`config.mk`:
```
export PLATFORM = sky130hd
export DESIGN_NAME = rational_alu_gcd_reduce
export DESIGN_NICKNAME = d
export VERILOG_FILES = /design/src/sv/ragr_pkg.sv /design/src/sv/ragr_divider.sv /design/src/sv/rational_alu_gcd_reduce.sv
export VERILOG_INCLUDE_DIRS = /design/src /design/src/sv
export SDC_FILE = /design/constraint.sdc
export NUM_CORES = 2
export LEC_CHECK = 0
export ABC_AREA = 1
export BUFFER_PORTS_ARGS = -buffer_cell sky130_fd_sc_hd__buf_2
export CORE_UTILIZATION = 30
export DETAILED_ROUTE_END_ITERATION = 10
export GPL_TIMING_DRIVEN = 0
export PLACE_DENSITY = 0.49
export SLEW_MARGIN = 20
export SYNTH_ARGS = -nofsm -noshare
export SYNTH_HDL_FRONTEND = slang
export SYNTH_SLANG_ARGS = --single-unit
```
`constraint.sdc`:
```
create_clock -name clk -period 7.39 [get_ports clk]
set_clock_uncertainty 0.2 [all_clocks]
set_input_delay 1.478 -clock clk [delete_from_list [all_inputs] [get_ports clk]]
set_output_delay 1.478 -clock clk [all_outputs]
set_load 0.01 [all_outputs]
```
`src/sv/assert_macros.svh`:
```
// assertion macros used by the rtl top level
`ifndef ASSERT_MACROS_SVH
`define ASSERT_MACROS_SVH

// property checked on every clock edge outside reset
`define ASSERT_CLK(label, clk, rst_n, prop, msg) \
    label: assert property (@(posedge clk) disable iff (!rst_n) (prop)) else $error(msg);

// condition that must never be true outside reset
`define ASSERT_NEVER(label, clk, rst_n, cond, msg) \
    label: assert property (@(posedge clk) disable iff (!rst_n) !(cond)) else $error(msg);

`endif

```
`src/sv/ragr_pkg.sv`:
```
// types and constants for the rational alu with gcd reduction
package ragr_pkg;

    localparam int NUM_W = 33;
    localparam int DEN_W = 32;

    typedef enum logic [2:0] {
        KIND_ADD   = 3'd0,
        KIND_SUB   = 3'd1,
        KIND_MUL   = 3'd2,
        KIND_DIV   = 3'd3,
        KIND_SCALE = 3'd4
    } kind_t;

    typedef struct packed {
        logic [2:0]         kind;
        logic signed [15:0] first_numerator;
        logic signed [15:0] first_denominator;
        logic signed [15:0] second_numerator;
        logic signed [15:0] second_denominator;
        logic signed [15:0] scale_factor;
    } request_t;

    typedef struct packed {
        logic signed [NUM_W-1:0] result_numerator;
        logic signed [DEN_W-1:0] result_denominator;
    } result_t;

    typedef enum logic [3:0] {
        ST_IDLE,
        ST_MUL0,
        ST_MUL1,
        ST_MUL2,
        ST_SUM,
        ST_GCD_CHK,
        ST_GCD_DIV,
        ST_QN_INIT,
        ST_QN_DIV,
        ST_QD_INIT,
        ST_QD_DIV,
        ST_DONE
    } state_t;

endpackage

```
`src/sv/ragr_divider.sv`:
```
// restoring divider, one quotient bit per cycle
module ragr_divider #(
    parameter int W = 64
) (
    input  logic         clk,
    input  logic         rst_n,
    input  logic         start,
    input  logic [W-1:0] dividend,
    input  logic [W-1:0] divisor,
    output logic         done,
    output logic [W-1:0] quotient,
    output logic [W-1:0] remainder
);

    localparam int CW = $clog2(W + 1);

    logic [W-1:0]  q_reg, q_next;
    logic [W-1:0]  r_reg, r_next;
    logic [W-1:0]  d_reg, d_next;
    logic [CW-1:0] cnt_reg, cnt_next;
    logic          run_reg, run_next;
    logic          done_reg, done_next;
    logic [W:0]    trial;
    logic [W:0]    shifted;

    always_ff @(posedge clk or negedge rst_n)
    begin
        if (!rst_n)
        begin
            run_reg  <= 1'b0;
            done_reg <= 1'b0;
            cnt_reg  <= '0;
        end
        else
        begin
            run_reg  <= run_next;
            done_reg <= done_next;
            cnt_reg  <= cnt_next;
        end
    end

    always_ff @(posedge clk)
    begin
        q_reg <= q_next;
        r_reg <= r_next;
        d_reg <= d_next;
    end

    always_comb
    begin
        q_next    = q_reg;
        r_next    = r_reg;
        d_next    = d_reg;
        cnt_next  = cnt_reg;
        run_next  = run_reg;
        done_next = 1'b0;
        shifted   = {r_reg, q_reg[W-1]};
        trial     = shifted - {1'b0, d_reg};
        if (start)
        begin
            q_next   = dividend;
            r_next   = '0;
            d_next   = divisor;
            cnt_next = CW'(W);
            run_next = 1'b1;
        end
        else if (run_reg)
        begin
            if (!trial[W])
            begin
                r_next = trial[W-1:0];
                q_next = {q_reg[W-2:0], 1'b1};
            end
            else
            begin
                r_next = shifted[W-1:0];
                q_next = {q_reg[W-2:0], 1'b0};
            end
            cnt_next = cnt_reg - 1'b1;
            if (cnt_reg == CW'(1))
            begin
                run_next  = 1'b0;
                done_next = 1'b1;
            end
        end
    end

    assign done      = done_reg;
    assign quotient  = q_reg;
    assign remainder = r_reg;

endmodule

```
`src/sv/rational_alu_gcd_reduce.sv`:
```
// top level of the rational alu with gcd reduction
//  channel | signals              | direction
//  request | start, busy, request | in
//  result  | valid, result        | out
// PW = 2*OPERAND_WIDTH+2 is the width of the one shared bit serial divider
// after acceptance: products and sum (MUL0, MUL1, MUL2, SUM), a check that loads the gcd operands,
// one divider run per gcd remainder step (euclid, data dependent), a final check,
// and two exact divisions by the gcd; the result strobe follows
// an unused selector skips the gcd and gives its strobe after the products and sum
// busy is high from acceptance until the result strobe; results cannot stall
// reset clears the sequencer only
`include "assert_macros.svh"
module rational_alu_gcd_reduce #(
    parameter int OPERAND_WIDTH = 16
) (
    input  logic                clk,
    input  logic                rst_n,
    input  logic                start,
    output logic                busy,
    input  ragr_pkg::request_t  request,
    output logic                valid,
    output ragr_pkg::result_t   result
);

    localparam int OW = OPERAND_WIDTH;
    localparam int PW = 2 * OW + 2;
    localparam int SW = (PW > ragr_pkg::NUM_W) ? PW : ragr_pkg::NUM_W;

    ragr_pkg::state_t state_reg, state_next;
    ragr_pkg::request_t req_reg, req_next;
    logic signed [OW-1:0] n1, d1, n2, d2, sf;
    logic signed [OW-1:0] ma, mb;
    logic signed [2*OW-1:0] prod;
    logic signed [PW-1:0] p0_reg, p0_next, num_reg, num_next, den_reg, den_next;
    logic [PW-1:0] x_reg, x_next, y_reg, y_next, g_reg, g_next;
    logic [PW-1:0] qn_reg, qn_next;
    logic valid_reg, valid_next;
    ragr_pkg::result_t res_reg, res_next;
    logic bad_reg, bad_next;
    logic dv_start, dv_done;
    logic [PW-1:0] dv_a, dv_b, dv_q, dv_r;
    logic [PW-1:0] mag_num, mag_den;
    logic signed [SW-1:0] sq;

    assign n1 = OW'($unsigned(req_reg.first_numerator));
    assign d1 = OW'($unsigned(req_reg.first_denominator));
    assign n2 = OW'($unsigned(req_reg.second_numerator));
    assign d2 = OW'($unsigned(req_reg.second_denominator));
    assign sf = OW'($unsigned(req_reg.scale_factor));
    assign prod = ma * mb;
    assign mag_num = num_reg[PW-1] ? PW'(-num_reg) : PW'(num_reg);
    assign mag_den = den_reg[PW-1] ? PW'(-den_reg) : PW'(den_reg);

    ragr_divider #(.W(PW)) u_div (
        .clk(clk), .rst_n(rst_n), .start(dv_start), .dividend(dv_a),
        .divisor(dv_b), .done(dv_done), .quotient(dv_q), .remainder(dv_r)
    );

    always_ff @(posedge clk or negedge rst_n)
    begin
        if (!rst_n)
        begin
            state_reg <= ragr_pkg::ST_IDLE;
            valid_reg <= 1'b0;
        end
        else
        begin
            state_reg <= state_next;
            valid_reg <= valid_next;
        end
    end

    always_ff @(posedge clk)
    begin
        req_reg <= req_next;
        p0_reg  <= p0_next;
        num_reg <= num_next;
        den_reg <= den_next;
        x_reg   <= x_next;
        y_reg   <= y_next;
        g_reg   <= g_next;
        qn_reg  <= qn_next;
        res_reg <= res_next;
        bad_reg <= bad_next;
    end

    always_comb
    begin
        state_next = state_reg;
        req_next   = req_reg;
        p0_next    = p0_reg;
        num_next   = num_reg;
        den_next   = den_reg;
        x_next     = x_reg;
        y_next     = y_reg;
        g_next     = g_reg;
        qn_next    = qn_reg;
        res_next   = res_reg;
        bad_next   = bad_reg;
        valid_next = 1'b0;
        dv_start   = 1'b0;
        dv_a       = x_reg;
        dv_b       = y_reg;
        ma         = n1;
        mb         = d2;
        sq         = '0;
        unique case (state_reg)
            ragr_pkg::ST_IDLE:
            begin
                if (start)
                begin
                    req_next   = request;
                    bad_next   = request.kind > 3'(ragr_pkg::KIND_SCALE);
                    state_next = ragr_pkg::ST_MUL0;
                end
            end
            ragr_pkg::ST_MUL0:
            begin
                unique case (req_reg.kind)
                    3'(ragr_pkg::KIND_MUL): mb = n2;
                    3'(ragr_pkg::KIND_SCALE): mb = sf;
                    default: mb = d2;
                endcase
                p0_next    = PW'(prod);
                state_next = ragr_pkg::ST_MUL1;
            end
            ragr_pkg::ST_MUL1:
            begin
                ma = n2;
                mb = d1;
                num_next   = PW'(prod);
                state_next = ragr_pkg::ST_MUL2;
            end
            ragr_pkg::ST_MUL2:
            begin
                ma = d1;
                mb = (req_reg.kind == 3'(ragr_pkg::KIND_DIV)) ? n2 : d2;
                den_next = (req_reg.kind == 3'(ragr_pkg::KIND_SCALE))
                           ? PW'(d1) : PW'(prod);
                state_next = ragr_pkg::ST_SUM;
            end
            ragr_pkg::ST_SUM:
            begin
                case (req_reg.kind)
                    3'(ragr_pkg::KIND_ADD): num_next = p0_reg + num_reg;
                    3'(ragr_pkg::KIND_SUB): num_next = p0_reg - num_reg;
                    default: num_next = p0_reg;
                endcase
                state_next = ragr_pkg::ST_GCD_CHK;
                x_next = '0;
                y_next = '0;
                if (bad_reg)
                begin
                    res_next.result_numerator   = '0;
                    res_next.result_denominator = 32'sd1;
                    valid_next = 1'b1;
                    state_next = ragr_pkg::ST_IDLE;
                end
            end
            ragr_pkg::ST_GCD_CHK:
            begin
                if (x_reg == '0 && y_reg == '0)
                begin
                    x_next = mag_num;
                    y_next = mag_den;
                    if (mag_num == '0 && mag_den == '0)
                    begin
                        g_next     = PW'(1);
                        state_next = ragr_pkg::ST_QN_INIT;
                    end
                end
                else if (y_reg == '0)
                begin
                    g_next     = x_reg;
                    state_next = ragr_pkg::ST_QN_INIT;
                end
                else
                begin
                    dv_start   = 1'b1;
                    state_next = ragr_pkg::ST_GCD_DIV;
                end
            end
            ragr_pkg::ST_GCD_DIV:
            begin
                if (dv_done)
                begin
                    x_next     = y_reg;
                    y_next     = dv_r;
                    state_next = ragr_pkg::ST_GCD_CHK;
                end
            end
            ragr_pkg::ST_QN_INIT:
            begin
                dv_start   = 1'b1;
                dv_a       = mag_num;
                dv_b       = g_reg;
                state_next = ragr_pkg::ST_QN_DIV;
            end
            ragr_pkg::ST_QN_DIV:
            begin
                if (dv_done)
                begin
                    qn_next    = dv_q;
                    state_next = ragr_pkg::ST_QD_INIT;
                end
            end
            ragr_pkg::ST_QD_INIT:
            begin
                dv_start   = 1'b1;
                dv_a       = mag_den;
                dv_b       = g_reg;
                state_next = ragr_pkg::ST_QD_DIV;
            end
            ragr_pkg::ST_QD_DIV:
            begin
                if (dv_done)
                begin
                    sq = SW'(qn_reg);
                    if (num_reg[PW-1])
                        sq = -sq;
                    res_next.result_numerator = sq[ragr_pkg::NUM_W-1:0];
                    sq = SW'(dv_q);
                    if (den_reg[PW-1])
                        sq = -sq;
                    res_next.result_denominator = sq[ragr_pkg::DEN_W-1:0];
                    valid_next = 1'b1;
                    state_next = ragr_pkg::ST_IDLE;
                end
            end
            default:
            begin
                state_next = ragr_pkg::ST_IDLE;
            end
        endcase
    end

    assign busy   = (state_reg != ragr_pkg::ST_IDLE);
    assign valid  = valid_reg;
    assign result = res_reg;

    `ASSERT_CLK(a_valid_pulse, clk, rst_n, valid |=> !valid, "strobe longer than a cycle")
    `ASSERT_CLK(a_accept_busy, clk, rst_n, (start && !busy) |=> busy, "accept without busy")
    `ASSERT_NEVER(a_valid_idle, clk, rst_n, valid && busy, "result strobe while busy")

endmodule
```
# Yosys cells after proc, flatten, opt, wreduce, memory -nomap -nowiden
# Cells that the tools add are included.
# word_totals
register_bits	499
latchBits	0
mem_bits_rw	0
rom_bits	0
inputBits	86
output_inout_bits	67
elab_cells	130
memories	0
# op_classes
n_addsub	8
n_mul	1
div_mod_pow	0
magnitude_cmp	1
n_eq_ne	23
n_shift	0
muxes	52
n_bitwise	0
n_reduce_logical	21
# ops
operator	n
two-way mux 34 bit	14
case mux 34 bit (2 select lines)	3
case mux 34 bit (3 select lines)	2
zero test 34 bit	4
two-way mux 65 bit	2
case mux 65 bit (2 select lines)	1
negator 34 bit	2
case mux 16 bit (2 select lines)	2
case mux 16 bit (3 select lines)	1
case mux 4 bit (11 select lines)	1
subtractor 35 x 34 -> 35 bit	1
adder 32 x 34 -> 34 bit	1
subtractor 32 x 34 -> 34 bit	1
two-way mux 33 bit	1
negator 33 bit	1
multiplier 16 x 16 -> 32 bit	1
two-way mux 32 bit	1
negator 32 bit	1
two-way mux 4 bit	6
equality test 4 x 3 -> 1 bit, second input constant	4
two-way mux 16 bit	1
equality test 4 bit, second input constant	3
two-way mux 1 bit	12
two-way mux 6 bit	2
23 further kinds	38

# Depth between registers and ports, before layout
# depth
ltp_word	7
ltp_mapped	41
mapped_depth_nobuf	39

# Hierarchy
# From an unflattened synthesis, not the netlist that was laid out.
# hier_totals
hier_cells	4959
hier_area_um2	39982.1
# modules_own_cells
mod	n_inst	cells_per_inst	area_per_inst_um2	seq_area_each_um2
rational_alu_gcd_reduce	1	3934	32869.0	11596.1
ragr_divider	1	1025	7113.1	2922.8

# Least setup slack after synthesis
# Ideal clock, no wire load.
# synth_timing
kind	register -> register
from	register state_reg[3]
to	register p0_reg[29] (data pin)
setup_time_ns	0.255
arrival_time_ns	7.718
required_time_ns	6.935
setup_slack_ns	-0.783
stages_incl_launch_ff	29
path_buffers	1
synth_period_minus_slack_ns	8.173
path_cell_list	dfrtp_1 > nor2_1 > inv_2 > nor2_4 > buf_1 > a221oi_2 > inv_1 > nor2_1 > fa_1 > inv_1 > fa_1 > fa_1 > inv_1 > fa_1 > fa_1 > inv_1 > fa_1 > inv_1 > ha_1 > a21oi_1 > nor2_1 > nor2_1 > a21boi_1 > o21ai_0 > a21oi_1 > o21ai_1 > nand3_1 > nand3_1 > and2_1
# synth_between
elab_chain_cells	3
word_cells_on_any_way	6
cone_classes	mul: 1; eq/ne: 3; mux: 2
# synth_lines
element	line	text
from (decl)	rational_alu_gcd_reduce.sv:29	ragr_pkg::state_t state_reg, state_next;
from (signal assigned)	rational_alu_gcd_reduce.sv:63	state_reg <= ragr_pkg::ST_IDLE;
from (signal assigned)	rational_alu_gcd_reduce.sv:68	state_reg <= state_next;
equality test 4 x 2 -> 1 bit / equality test 4 x 1 -> 1 bit (equally long branches)	rational_alu_gcd_reduce.sv:107	unique case (state_reg)
case mux 16 bit (3 select lines) / case mux 16 bit (2 select lines) (equally long branches)	rational_alu_gcd_reduce.sv:107	
multiplier 16 x 16 -> 32 bit (*)	rational_alu_gcd_reduce.sv:50	assign prod = ma * mb;
net prod[29]	rational_alu_gcd_reduce.sv:33	logic signed [2*OW-1:0] prod;
to (signal assigned)	rational_alu_gcd_reduce.sv:76	p0_reg <= p0_next;
to (decl)	rational_alu_gcd_reduce.sv:34	logic signed [PW-1:0] p0_reg, p0_next, num_reg, num_next, den_reg, den_next;
# The timed path passes the listed nets; every way through them passes the cells marked *.
# A chain may end at the register's enable or synchronous reset.

# Worst setup path after layout
# layout_timing
from	register req_reg[80] in the netlist's numbering
to	register num_reg[30] (data pin)
# layout_between
elab_chain_cells	5
word_cells_on_any_way	11
cone_classes	mul: 1; eq/ne: 4; mux: 5; reduce/logical: 1
# layout_lines
element	line	text
from (decl)	rational_alu_gcd_reduce.sv:30	ragr_pkg::request_t req_reg, req_next;
from (signal assigned)	rational_alu_gcd_reduce.sv:75	req_reg <= req_next;
equality test 3 bit (tied with other cells)	rational_alu_gcd_reduce.sv:119	unique case (req_reg.kind)
case mux 16 bit (2 select lines) / two-way mux 16 bit (equally long branches)	rational_alu_gcd_reduce.sv:119, rational_alu_gcd_reduce.sv:137	
case mux 16 bit (3 select lines) (*)	rational_alu_gcd_reduce.sv:107	
multiplier 16 x 16 -> 32 bit (*)	rational_alu_gcd_reduce.sv:50	
net prod[30]	rational_alu_gcd_reduce.sv:33	
case mux 34 bit (2 select lines) (*)	rational_alu_gcd_reduce.sv:107	
net num_next[30]	rational_alu_gcd_reduce.sv:34	
to (signal assigned)	rational_alu_gcd_reduce.sv:77	num_reg <= num_next;
to (decl)	rational_alu_gcd_reduce.sv:34	
# Marked as above.

==> results.txt <==
- Cell total after placement: 6365
- The count of cells in the finished layout, fillers not included, comes to 6666.
- Iter 0 DRT Violations: 3007
- Hold violation count in the final report: 0
- Distinct cells, synth: 61
* Min-Delay Startpoint: u_div.quotient[32]
- Max-cap violation count: 0
* Via count of the routed design: 33490
* Aggregate global-route resource usage: 21.69%
- Critical Path Start Type: flip-flop
* Final-report setup violation count: 0
- In this run the critical register-to-register path is launched from req_reg[80].
* Horizontal die dimension: 359.6 um
* Main area contributors after synthesis: sky130_fd_sc_hd__edfxtp_1, sky130_fd_sc_hd__fa_1, sky130_fd_sc_hd__nand2_1, sky130_fd_sc_hd__inv_1, sky130_fd_sc_hd__nor2_1
- The die is 359.6 um tall.
- During I/O placement, the number of pins put on the boundary was 153.
* Critical path's most frequent cell: sky130_fd_sc_hd__fa_1
- The detail route stage leaves a number of antenna-violating nets equal to 0.
- Largest net degree at the start of global routing: 44
- TritonCTS clock tree: built
* Max reg flops: 65
* EDFF count, synth: 450
- For flop-to-flop paths, the worst setup slack is 0.09 ns.
* Synth Flop Type: sky130_fd_sc_hd__edfxtp_1
- The core region is 126200 um2.
- In this run, post-CTS hold repair placed 0 buffers.
* Worst slew margin relative to its limit: 17.99%
* Global route overflow: 0
- Clock buffers created by TritonCTS: 56
- Number of cell instances on the worst register-to-register path: 31
- Worst hold-check slack: 0.2972 ns
* Clock sink count: 497
- Measured on the finished design, the core utilization comes to 37.83%.
* Critical path capture point type: flip-flop
* Count of port buffers added during placement: 152
- Pre-antenna DRT Iters: 7
- After technology mapping, the gate count stands at 4551.
* Arrival time of data at the critical path endpoint: 7.52 ns
- The endpoint identified for the worst register-to-register timing path is num_reg[30].
* Relative area change from synthesis to final layout: 24.43%
- Standard-cell row count: 130
- Root Buffer: sky130_fd_sc_hd__clkbuf_16
- HPWL after DPL: 113200 um
- Netlist area before placement: 38370 um2
* Setup TNS: 0 ns
- Crit path required time: 7.61 ns
- WHS Path Cells: 0
* Post-synthesis area per instance: 8.431 um2
- After detailed routing, the number of remaining DRC violations is 0.
- Maximum clock frequency: 137.0 MHz
* End point of the most critical hold path: qn_reg[32]
- The number of nets in the synthesized netlist is 5057.
- Largest stage delay on the critical path: 0.55 ns
- Count of H-tree levels built during CTS: 2
- Synth top area share: 35.22%
* Actual transition at the worst max-transition pin: 1.217 ns
- Wire length of the first global-routing pass: 212000 um
* Fraction of registers with async set/reset: 2.616%
* Time the final worst path needs with I/O delays and setup: 7.300 ns
- The die covers 129300 um2.
- Synthesis Warnings: 0
- Placer congestion estimate: 0.9573
- Fraction of the cycle the final worst path needs: 98.78%
- The clock reaches the later pin of the worst-skew pair after 0.67 ns.
* Final net count: 5474
* Maximum root-to-sink buffer count: 3
* Clock transition time at the flip-flop clock pins of the worst setup and hold paths: 0.07 ns
* Share of cells above drive strength 1: 18.62%
- Critical-path top delay cell: sky130_fd_sc_hd__fa_2
- Run status: finished clean
- In this run, synthesis produced a sequential element count of 497.
- Sequential cells were found to cover 37.84% of the synthesized design area.
- Setup repair after global routing could not meet its margin everywhere.
* Number of antenna violations at the first check in global routing: 1
- WL final: 143800 um
* Slew Viols, Final: 0
- Wire per inst: 21.57 um
* Vias per cell: 5.024
- Of all nets on the critical path, the largest fanout is 6.
- Type of the worst setup path: flip-flop to flip-flop
- Summed over all instances, the cell type with the most area after synthesis is sky130_fd_sc_hd__edfxtp_1.
- Type of the tightest min-delay check: flip-flop to flip-flop
* Initial Util: 30.40%
- The via count of the first global-routing pass was 33610.
==> layout by cell type, fill, tap and decap left out, types with 17 or more instances in the layout <==
master,synthesis,final
sky130_fd_sc_hd__inv_1,779,707
sky130_fd_sc_hd__xnor2_1,43,38
sky130_fd_sc_hd__nor2_4,6,39
sky130_fd_sc_hd__nor2_2,18,32
sky130_fd_sc_hd__nand3b_1,20,20
sky130_fd_sc_hd__fa_2,0,27
sky130_fd_sc_hd__edfxtp_1,450,450
sky130_fd_sc_hd__ha_1,156,129
sky130_fd_sc_hd__buf_6,0,30
sky130_fd_sc_hd__inv_2,24,68
sky130_fd_sc_hd__clkbuf_16,0,60
sky130_fd_sc_hd__nor4_1,22,20
sky130_fd_sc_hd__nand2_1,883,809
sky130_fd_sc_hd__buf_2,37,166
sky130_fd_sc_hd__fa_1,264,237
sky130_fd_sc_hd__o221ai_1,22,17
sky130_fd_sc_hd__nand2_2,7,49
sky130_fd_sc_hd__buf_4,2,154
sky130_fd_sc_hd__o21ai_1,20,27
sky130_fd_sc_hd__dfxtp_1,34,34
sky130_fd_sc_hd__nor2_1,536,489
sky130_fd_sc_hd__xor2_1,53,45
sky130_fd_sc_hd__buf_12,0,20
sky130_fd_sc_hd__a31oi_1,40,40
sky130_fd_sc_hd__inv_4,0,18
sky130_fd_sc_hd__nand4_1,48,48
sky130_fd_sc_hd__a21oi_4,0,18
sky130_fd_sc_hd__o22ai_1,92,91
sky130_fd_sc_hd__nor3_1,42,41
sky130_fd_sc_hd__nand3_1,132,126
sky130_fd_sc_hd__clkbuf_1,111,109
sky130_fd_sc_hd__ha_4,0,25
sky130_fd_sc_hd__nand2_4,0,30
sky130_fd_sc_hd__a21oi_1,210,181
sky130_fd_sc_hd__o21ai_0,316,292
==> synth_stat cells, types with 37 or more instances <==
cell type / n
sky130_fd_sc_hd__nor3_1: 42
sky130_fd_sc_hd__a31oi_1: 40
sky130_fd_sc_hd__nand3_1: 132
sky130_fd_sc_hd__edfxtp_1: 450
sky130_fd_sc_hd__nand4_1: 48
sky130_fd_sc_hd__ha_1: 156
sky130_fd_sc_hd__clkbuf_1: 111
sky130_fd_sc_hd__xnor2_1: 43
sky130_fd_sc_hd__inv_1: 779
sky130_fd_sc_hd__fa_1: 264
sky130_fd_sc_hd__o21ai_0: 316
sky130_fd_sc_hd__xor2_1: 53
sky130_fd_sc_hd__o22ai_1: 92
sky130_fd_sc_hd__nand2_1: 883
sky130_fd_sc_hd__buf_2: 37
sky130_fd_sc_hd__nor2_1: 536
sky130_fd_sc_hd__a21oi_1: 210
==> per-stage QoR <==
step / area, um2 / worst slack [ns]
finish: 47750 / 0.09009
CTS: 46020 / -0.007815
global placement: 41210 / -3.181
global route: 47740 / -0.1617
floorplan: 38390 / 0.01202
detailed placement: 41560 / -2.290
==> area by class of cell <==
cell class                      instances  area [um2]
Buffer                                160       929.6
Timing Repair Buffer                  359        2932
Multi-Input combinational cell       3081       22110
Fill cell                           12940       78480
Tap cell                             1650        2064
Clock buffer                           60        1436
Clock inverter                         45       594.3
Sequential cell                       497       14520
Antenna cell                            1       2.502
Inverter                              813        3159
==> metal layers <==
layer	GRT usage, %	vias up	share of wire, %
met3	2.458	238	5.4
met2	37.59	1098	48
met5	0	-	0.0090
met4	7.324	2	4.0
li1	-	15760	-
met1	27.93	16390	42
==> what timing repair did <==
item	in CTS	in global routing
pin swaps	77	176
cloned	4	5
setup endpoints to repair	72	55
gates resized for setup	332	295
setup buffers	113	75
==> cells by family (layout without fill, tap and decap cells) <==
kind of cell,after synthesis,count (layout),share of synthesized area (%)
AOI/OAI and AO/OA,815,815,12.41
xor gates and xnor gates,98,98,2.276
adders and majority gates,420,420,18.86
buffers and inverters,973,1437,9.659
DFF,497,497,37.84
other,0,1,0
and+or+nand+nor,1748,1748,18.96
==> critical path: cells and delay by family (launching register included) <==
family | cells | cell delay, ns
adders and majority gates | 7 | 3.33
AOI/OAI and AO/OA | 6 | 1.24
buffers and inverters | 9 | 0.88
and+or+nand+nor | 8 | 0.71
DFF | 1 | 0.46
xor gates and xnor gates | 1 | 0.20
==> worst max path at each step <==
stage | from | end | slack [ns] | cells past startpoint
finish | req_reg[80] | num_reg[30] | 0.09 | 31
global route | req_reg[80] | num_reg[30] | -0.16 | 34
CTS | state_reg[1] | num_reg[33] | -0.008 | 32
detailed placement | state_reg[1] | num_reg[27] | -2.29 | 29
global placement | state_reg[1] | result[8] | -3.18 | 8
floorplan | state_reg[3] | p0_reg[29] | 0.01 | 32
Power is left out: the tool's default activity adds up to more than one toggle a clock period on the data nets, which glitch-free logic cannot reach.
